--- src/csq_pkg.sv ---
// Shared types and codes for the counting semaphore table.
`timescale 1ns / 1ps

package csq_pkg;

    localparam logic [1:0] MODE_CREATE = 2'd0;
    localparam logic [1:0] MODE_WAIT   = 2'd1;
    localparam logic [1:0] MODE_POST   = 2'd2;
    localparam logic [1:0] MODE_DELETE = 2'd3;

    localparam logic [3:0] STAT_CREATED  = 4'd0;
    localparam logic [3:0] STAT_EXISTS   = 4'd1;
    localparam logic [3:0] STAT_NO_SUCH  = 4'd2;
    localparam logic [3:0] STAT_ACQUIRED = 4'd3;
    localparam logic [3:0] STAT_BLOCKED  = 4'd4;
    localparam logic [3:0] STAT_QFULL    = 4'd5;
    localparam logic [3:0] STAT_INCR     = 4'd6;
    localparam logic [3:0] STAT_WOKE     = 4'd7;
    localparam logic [3:0] STAT_DELETED  = 4'd8;

    typedef struct packed {
        logic [1:0]  mode;
        logic [3:0]  sem_id;
        logic [7:0]  caller_pid;
        logic [31:0] initial_count;
    } request_t;

    typedef struct packed {
        logic [3:0] status;
        logic [7:0] woken_pid;
        logic       count_saturated;
        logic       last;
    } result_t;

    typedef enum logic [1:0] {
        S_IDLE,
        S_EXEC,
        S_DRAIN
    } state_t;

endpackage

--- src/counting_semaphore_wait_queue.sv ---
// Counting semaphore table with per-entry FIFO of waiting pids.
//
//   channel   signals                  handshake
//   request   start, request, busy     taken when start && !busy
//   result    done, result             shown for a single cycle, no backpressure
//
// Create, wait and a post without waiters read the entry memory on the accept
// edge and write it back in the following cycle.
// A post that wakes a waiter adds one waiter memory read; its result leaves from drain.
// A delete with N waiters returns N woken results, one waiter memory read a cycle.
// Reset clears the valid bits and the sequencer; no clearing pass is needed.
// The receiver cannot stall: each result shows for one cycle with done high.
`timescale 1ns / 1ps

module counting_semaphore_wait_queue
    import csq_pkg::*;
#(
    parameter int NUM_SEMS    = 16,
    parameter int QUEUE_DEPTH = 16
) (
    input  logic     clk,
    input  logic     rst_n,
    input  logic     start,
    input  request_t request,
    output logic     busy,
    output logic     done,
    output result_t  result
);

    localparam int SEM_W    = $clog2(NUM_SEMS);
    localparam int PTR_W    = $clog2(QUEUE_DEPTH);
    localparam int FILL_W   = $clog2(QUEUE_DEPTH + 1);
    localparam int WT_DEPTH = NUM_SEMS * (2 ** PTR_W);

    typedef struct packed {
        logic [31:0]       count;
        logic [PTR_W-1:0]  head;
        logic [PTR_W-1:0]  tail;
        logic [FILL_W-1:0] fill;
    } entry_t;

    function automatic logic [PTR_W-1:0] adv_ptr(input logic [PTR_W-1:0] p);
        logic [PTR_W-1:0] r;
        if (p == PTR_W'(QUEUE_DEPTH - 1))
            r = '0;
        else
            r = p + PTR_W'(1);
        return r;
    endfunction

    entry_t            ent_mem [NUM_SEMS];
    logic [7:0]        wt_mem  [WT_DEPTH];

    state_t            state_reg, state_next;
    request_t          req_reg;
    entry_t            ent_rd_reg;
    logic [7:0]        wt_rd_reg;
    logic [NUM_SEMS-1:0] valid_reg;
    logic [PTR_W-1:0]  head_reg, head_next;
    logic [FILL_W-1:0] left_reg, left_next;
    result_t           res_reg, res_next;
    logic              done_reg, done_next;

    logic              accept;
    logic [SEM_W-1:0]  idx_in;
    logic [SEM_W-1:0]  idx_reg;
    logic              in_range;
    logic              present;

    logic              ent_we;
    entry_t            ent_wdata;
    logic              wt_we;
    logic              wt_re;
    logic [PTR_W-1:0]  wt_ptr;
    logic              valid_set;
    logic              valid_clr;

    assign busy     = (state_reg != S_IDLE);
    assign accept   = start && !busy;
    assign idx_in   = SEM_W'(request.sem_id);
    assign idx_reg  = SEM_W'(req_reg.sem_id);
    assign in_range = (32'(req_reg.sem_id) < NUM_SEMS);
    assign present  = in_range && valid_reg[idx_reg];

    assign done   = done_reg;
    assign result = res_reg;

    always_ff @(posedge clk or negedge rst_n)
    begin
        if (!rst_n)
        begin
            state_reg <= S_IDLE;
            done_reg  <= 1'b0;
            valid_reg <= '0;
        end
        else
        begin
            state_reg <= state_next;
            done_reg  <= done_next;
            if (valid_set)
                valid_reg[idx_reg] <= 1'b1;
            else if (valid_clr)
                valid_reg[idx_reg] <= 1'b0;
        end
    end

    always_ff @(posedge clk)
    begin
        if (accept)
            req_reg <= request;
        head_reg <= head_next;
        left_reg <= left_next;
        res_reg  <= res_next;
    end

    // Entry table: read on accept, write back during execute.
    always_ff @(posedge clk)
    begin
        if (accept)
            ent_rd_reg <= ent_mem[idx_in];
        if (ent_we)
            ent_mem[idx_reg] <= ent_wdata;
    end

    always_ff @(posedge clk)
    begin
        if (wt_we)
            wt_mem[{idx_reg, wt_ptr}] <= req_reg.caller_pid;
        if (wt_re)
            wt_rd_reg <= wt_mem[{idx_reg, wt_ptr}];
    end

    always_comb
    begin
        state_next = state_reg;
        done_next  = 1'b0;
        res_next   = res_reg;
        head_next  = head_reg;
        left_next  = left_reg;
        ent_we     = 1'b0;
        ent_wdata  = ent_rd_reg;
        wt_we      = 1'b0;
        wt_re      = 1'b0;
        wt_ptr     = ent_rd_reg.head;
        valid_set  = 1'b0;
        valid_clr  = 1'b0;

        case (state_reg)
            S_IDLE:
            begin
                if (accept)
                    state_next = S_EXEC;
            end

            S_EXEC:
            begin
                res_next   = '{status: STAT_NO_SUCH, woken_pid: 8'd0,
                               count_saturated: 1'b0, last: 1'b1};
                done_next  = 1'b1;
                state_next = S_IDLE;
                case (req_reg.mode)
                    MODE_CREATE:
                    begin
                        if (!in_range)
                            res_next.status = STAT_NO_SUCH;
                        else if (present)
                            res_next.status = STAT_EXISTS;
                        else
                        begin
                            res_next.status = STAT_CREATED;
                            ent_we          = 1'b1;
                            ent_wdata       = '{count: req_reg.initial_count,
                                                head: '0, tail: '0, fill: '0};
                            valid_set       = 1'b1;
                        end
                    end

                    MODE_WAIT:
                    begin
                        if (!present)
                            res_next.status = STAT_NO_SUCH;
                        else if (ent_rd_reg.count != 32'd0)
                        begin
                            res_next.status = STAT_ACQUIRED;
                            ent_we          = 1'b1;
                            ent_wdata.count = ent_rd_reg.count - 32'd1;
                        end
                        else if (ent_rd_reg.fill >= FILL_W'(QUEUE_DEPTH))
                            res_next.status = STAT_QFULL;
                        else
                        begin
                            // enqueue caller at the tail
                            res_next.status = STAT_BLOCKED;
                            wt_we           = 1'b1;
                            wt_ptr          = ent_rd_reg.tail;
                            ent_we          = 1'b1;
                            ent_wdata.tail  = adv_ptr(ent_rd_reg.tail);
                            ent_wdata.fill  = ent_rd_reg.fill + FILL_W'(1);
                        end
                    end

                    MODE_POST:
                    begin
                        if (!present)
                            res_next.status = STAT_NO_SUCH;
                        else if (ent_rd_reg.fill != '0)
                        begin
                            // pop the oldest waiter; result leaves from drain
                            wt_re          = 1'b1;
                            ent_we         = 1'b1;
                            ent_wdata.head = adv_ptr(ent_rd_reg.head);
                            ent_wdata.fill = ent_rd_reg.fill - FILL_W'(1);
                            head_next      = adv_ptr(ent_rd_reg.head);
                            left_next      = FILL_W'(1);
                            done_next      = 1'b0;
                            state_next     = S_DRAIN;
                        end
                        else if (ent_rd_reg.count == 32'hFFFF_FFFF)
                        begin
                            res_next.status          = STAT_INCR;
                            res_next.count_saturated = 1'b1;
                        end
                        else
                        begin
                            res_next.status = STAT_INCR;
                            ent_we          = 1'b1;
                            ent_wdata.count = ent_rd_reg.count + 32'd1;
                        end
                    end

                    MODE_DELETE:
                    begin
                        if (!present)
                            res_next.status = STAT_NO_SUCH;
                        else
                        begin
                            valid_clr = 1'b1;
                            if (ent_rd_reg.fill == '0)
                                res_next.status = STAT_DELETED;
                            else
                            begin
                                wt_re      = 1'b1;
                                head_next  = adv_ptr(ent_rd_reg.head);
                                left_next  = ent_rd_reg.fill;
                                done_next  = 1'b0;
                                state_next = S_DRAIN;
                            end
                        end
                    end

                    default:
                    begin
                        res_next.status = STAT_NO_SUCH;
                    end
                endcase
            end

            S_DRAIN:
            begin
                // emit the pid read last cycle, fetch the next one
                res_next  = '{status: STAT_WOKE, woken_pid: wt_rd_reg,
                              count_saturated: 1'b0,
                              last: (left_reg == FILL_W'(1))};
                done_next = 1'b1;
                wt_re     = 1'b1;
                wt_ptr    = head_reg;
                head_next = adv_ptr(head_reg);
                left_next = left_reg - FILL_W'(1);
                if (left_reg == FILL_W'(1))
                    state_next = S_IDLE;
            end

            default:
            begin
                state_next = S_IDLE;
            end
        endcase
    end

    a_more_follows: assert property (@(posedge clk) disable iff (!rst_n)
        done_reg && !res_reg.last |-> busy)
        else $error("non-final result while sequencer is idle");

    a_single_only_woke: assert property (@(posedge clk) disable iff (!rst_n)
        done_reg && res_reg.status != STAT_WOKE |-> res_reg.last)
        else $error("non-woke result not marked last");

    a_accept_exec: assert property (@(posedge clk) disable iff (!rst_n)
        start && !busy |=> state_reg == S_EXEC)
        else $error("accepted request did not enter execute");

    a_sat_incr: assert property (@(posedge clk) disable iff (!rst_n)
        done_reg && res_reg.count_saturated |-> res_reg.status == STAT_INCR)
        else $error("saturation flag on a non-post result");

    a_drain_left: assert property (@(posedge clk) disable iff (!rst_n)
        state_reg == S_DRAIN |-> left_reg != '0)
        else $error("drain with no waiters left");

endmodule
--- config.mk ---
export PLATFORM = sky130hd
export DESIGN_NAME = counting_semaphore_wait_queue
export DESIGN_NICKNAME = d
export VERILOG_FILES = /design/src/csq_pkg.sv /design/src/counting_semaphore_wait_queue.sv
export SDC_FILE = /design/constraint.sdc
export NUM_CORES = 2
export LEC_CHECK = 0
export BUFFER_PORTS_ARGS = -buffer_cell sky130_fd_sc_hd__buf_4
export CORE_MARGIN = 3
export CORE_UTILIZATION = 55
export DETAILED_ROUTE_END_ITERATION = 7
export GPL_TIMING_DRIVEN = 0
export PLACE_DENSITY = 0.8
export SLEW_MARGIN = 20
export SYNTH_ARGS = -nofsm -noshare
export SYNTH_HDL_FRONTEND = slang
export SYNTH_SLANG_ARGS = --single-unit
export TNS_END_PERCENT = 30
--- constraint.sdc ---
create_clock -name clk -period 9.85 [get_ports clk]
set_clock_uncertainty 0.15 [all_clocks]
set_input_delay 1.97 -clock clk [delete_from_list [all_inputs] [get_ports clk]]
set_output_delay 1.97 -clock clk [all_outputs]
set_load 0.05 [all_outputs]
==> metrics.log <==
INFO  metric route.vias.total = 76800
INFO  metric grt_max_degree = 45
INFO  metric largest_register_ffs = 2048
INFO  metric synth_commonest_cells = sky130_fd_sc_hd__edfxtp_1 (2890), sky130_fd_sc_hd__nand2_1 (1711), sky130_fd_sc_hd__nand3_1 (498), sky130_fd_sc_hd__a21oi_1 (328), sky130_fd_sc_hd__nor2_1 (325)
INFO  metric finalSetupViolCount = 0
INFO  metric gr_overflow_total = 0
INFO  metric synth-seq-area-share = 0.7545
INFO  metric worst-path-max-fanout = 11
INFO  metric synth.distinct_cells = 72
INFO  metric dpl.hpwl = 260.6 mm
INFO  metric arrival = 7.79 ns
INFO  metric vertical_die_dimension = 464.6 µm
INFO  metric slew_viol_final = 0
INFO  metric max_clock_freq = 134.7 MHz
INFO  metric die_w = 464.6 µm
INFO  metric holdCritPathClass = reg -> reg
INFO  metric yosysWarningCount = 0
INFO  metric initial_utilization = 0.5557
INFO  metric vias_per_cell = 6.799
INFO  metric cts_root_buffer = sky130_fd_sc_hd__clkbuf_16
INFO  metric detailedRoute.firstIterationViolations = 15350
INFO  metric initial_antenna_violation_count = 30
INFO  metric timing.setup.tns = 0 ns
INFO  metric cap_viol_max_count = 0
INFO  metric synth_top_flop_cell = sky130_fd_sc_hd__edfxtp_1
INFO  metric flow.area_growth_from_synthesis = 14.34%
INFO  metric std_cell_rows = 167
INFO  metric crit_type = reg -> reg
INFO  metric synth.net_count = 7806
INFO  metric utilization = 0.6354
INFO  metric tritoncts.num_buffers = 302
INFO  metric design.portCount = 65
INFO  metric cts.sink_count = 2909
INFO  metric die-area = 215800 µm²
INFO  metric place.port_buffers = 64
INFO  metric async_reset_ff_frac = 0.006531
INFO  metric min_period_over_period = 0.7538
INFO  metric nFillCells = 14120
INFO  metric power.density_cell_area = 278.1 nW/µm²
INFO  metric post_cts_hold_buffer_count = 0
INFO  metric synth-seq-cells = 2909
INFO  metric status = finished, violations left
INFO  metric drt.antenna.violating_nets = 0
INFO  metric crit_required = 10.22 ns
INFO  metric synth.most_common_cell = sky130_fd_sc_hd__edfxtp_1
INFO  metric synth-edff-count = 2890
INFO  metric tritoncts = done
INFO  metric place.gp.congestion = 1.070
INFO  metric cts_max_path_buffers = 4
INFO  metric average_detailed_routed_wire_length_per_instance = 33.48 µm
INFO  metric globalRouteTotalUtil = 0.3442
INFO  metric finalWorstPathRequiredPeriod = 7.425 ns
INFO  metric core = 208100 µm²
INFO  metric post_cts_repair_timing_setup_buffer_count = 0
INFO  metric rsz0062_at_grt = no
INFO  metric worst_ir_drop_vdd = 0.2545 mV
INFO  metric clock_insertion_delay_worst_skew = 0.99 ns
INFO  metric failed_checks = design-rule violations
INFO  metric synthesis.area_per_instance = 14.94 µm²
INFO  metric final_nets = 8358
INFO  metric timing.reg2reg.setup_slack = 2.43 ns
INFO  metric grt_pass1_wl = 525.3 mm
INFO  metric post_synth_instance_area = 115600 µm²
INFO  metric drt_drc_violations_left = 4
INFO  metric first_global_vias = 73200
INFO  metric main_area_contributors_after_synthesis = sky130_fd_sc_hd__edfxtp_1 (75%), sky130_fd_sc_hd__nand2_1 (5.6%), sky130_fd_sc_hd__mux4_2 (4.5%), sky130_fd_sc_hd__mux2i_1 (2.2%), sky130_fd_sc_hd__nand3_1 (2.2%)
INFO  metric layout_cell_share_with_drive_strength_beyond_1 = 0.1373
INFO  metric start_kind = register
INFO  metric drt-total-wl = 378.2 mm
INFO  metric yosysTopAreaCell = sky130_fd_sc_hd__edfxtp_1
INFO  metric netlist.area_leader.share = 0.7504
INFO  metric cts-htree-levels = 5
INFO  metric firstDrtPassIters = 8
INFO  metric power.static_leakage = 0.04367 µW
INFO  metric hold_violations = 0
INFO  metric netlist_instances = 7741
INFO  metric timing.critical_path.to_type = register
INFO  metric timing_worst_slew_pin_value = 1.394 ns
INFO  metric cts.repair.resized = 0
INFO  metric worst_slew_margin_rel = 0.06804
INFO  metric clkTransAtPathRegs = 0.06 ns
## worst max-delay path: stages, from the launching register on
cell and delay (ns):
sky130_fd_sc_hd__edfxtp_1 0.45, sky130_fd_sc_hd__clkbuf_1 0.99, sky130_fd_sc_hd__mux4_2 0.45, sky130_fd_sc_hd__nand2_1 0.14, sky130_fd_sc_hd__and4_1 0.32, sky130_fd_sc_hd__nor3_4 0.10, sky130_fd_sc_hd__a221o_1 0.58, sky130_fd_sc_hd__nor2_1 0.84
sky130_fd_sc_hd__clkbuf_1 0.69, sky130_fd_sc_hd__nand2_1 0.81, sky130_fd_sc_hd__buf_2 0.68, sky130_fd_sc_hd__nor2_1 0.73
## report_power, final
part / internal [µW] / total, µW / switching, µW / leakage, µW
Combinational: 2630 / 11200 / 8560 / 0.0130
Clock: 6050 / 10700 / 4670 / 0.00436
Sequential: 14700 / 14900 / 215 / 0.0263
Total: 23300 / 36800 / 13400 / 0.0437
## through the flow
step	hold WS [ns]	total power, µW	worst slack, ns	cell area [µm²]	instances
6_report	0.3655	36780	2.425	132200	11300
3_5_place_dp	0.3507	25500	2.792	123100	10770
2_1_floorplan	0.3184	20430	5.170	115700	7741
4_1_cts	0.3621	36040	2.709	132000	11270
3_3_place_gp	0.3348	25030	0.7225	119600	10590
5_1_grt	0.3908	37300	2.701	132200	11280
## cell families after synthesis
kind of cell	synth area share
muxes	0.06660
DFF	0.7545
and+or+nand+nor	0.1030
xor gates and xnor gates	0.001742
AOI/OAI and AO/OA	0.05180
adders and majority gates	0.001731
buffers and inverters	0.02062
## placed cells by master (no fill, tap or decap), types with 10 or more instances in the layout
master and count:
sky130_fd_sc_hd__edfxtp_1 2890, sky130_fd_sc_hd__nand2_1 1711, sky130_fd_sc_hd__nand3_1 498, sky130_fd_sc_hd__a21oi_1 319
sky130_fd_sc_hd__nor2_1 308, sky130_fd_sc_hd__clkbuf_16 308, sky130_fd_sc_hd__clkbuf_1 275, sky130_fd_sc_hd__mux2i_1 252
sky130_fd_sc_hd__mux4_2 229, sky130_fd_sc_hd__buf_2 171, sky130_fd_sc_hd__o21ai_0 148, sky130_fd_sc_hd__nand4_1 136
sky130_fd_sc_hd__a31oi_1 134, sky130_fd_sc_hd__buf_4 108, sky130_fd_sc_hd__buf_8 93, sky130_fd_sc_hd__o22ai_1 69
sky130_fd_sc_hd__a32oi_1 66, sky130_fd_sc_hd__clkinv_1 65, sky130_fd_sc_hd__buf_1 61, sky130_fd_sc_hd__nor3_1 57
sky130_fd_sc_hd__buf_16 39, sky130_fd_sc_hd__clkinv_2 34, sky130_fd_sc_hd__o221ai_1 33, sky130_fd_sc_hd__inv_1 32
sky130_fd_sc_hd__a2111oi_1 32, sky130_fd_sc_hd__buf_12 27, sky130_fd_sc_hd__clkbuf_2 26, sky130_fd_sc_hd__a2111oi_0 24
sky130_fd_sc_hd__a22oi_1 22, sky130_fd_sc_hd__diode_2 20, sky130_fd_sc_hd__dfrtp_1 19, sky130_fd_sc_hd__nor2_4 16
sky130_fd_sc_hd__ha_1 15, sky130_fd_sc_hd__xnor2_1 14, sky130_fd_sc_hd__nor4_1 13, sky130_fd_sc_hd__bufinv_16 13
sky130_fd_sc_hd__and2_1 11, sky130_fd_sc_hd__or4_1 10, sky130_fd_sc_hd__a21oi_2 10
## layer usage
| metal | up-vias | share of wire | GRT usage |
|---|---|---|---|
| met1 | 37380 | 0.32 | 0.4292 |
| met2 | 7291 | 0.45 | 0.5168 |
| met5 | - | 0.00017 | 0 |
| li1 | 30640 | - | - |
| met3 | 1480 | 0.15 | 0.1155 |
| met4 | 10 | 0.079 | 0.2254 |
## final timing paths
check | startpoint | end | depth (start not counted)
min in group asynchronous | rst_n | done | 1
max | idx_reg[1] | wt_mem[107][2] | 11
min reg2reg | register | register | 2
max reg2reg | idx_reg[1] | wt_mem[107][2] | 11
min | register | register | 2
max in group asynchronous | rst_n | asynchronous set/reset pin | 1
## area by class of cell
class                   instances  area, µm²  share of cell area
flip-flops and latches       2909      87260              0.6599
multi-input cells            4291      26390              0.1996
clock buffers                 366       7945             0.06008
repair buffers                248       3701             0.02799
well taps                    2788       3488             0.02638
plain buffers                 509       2297             0.01737
clock inverters               132      984.7            0.007446
inverters                      32      120.1           0.0009083
diodes                         20      50.05           0.0003785
Note: power is estimated with default switching activity, not from simulation.
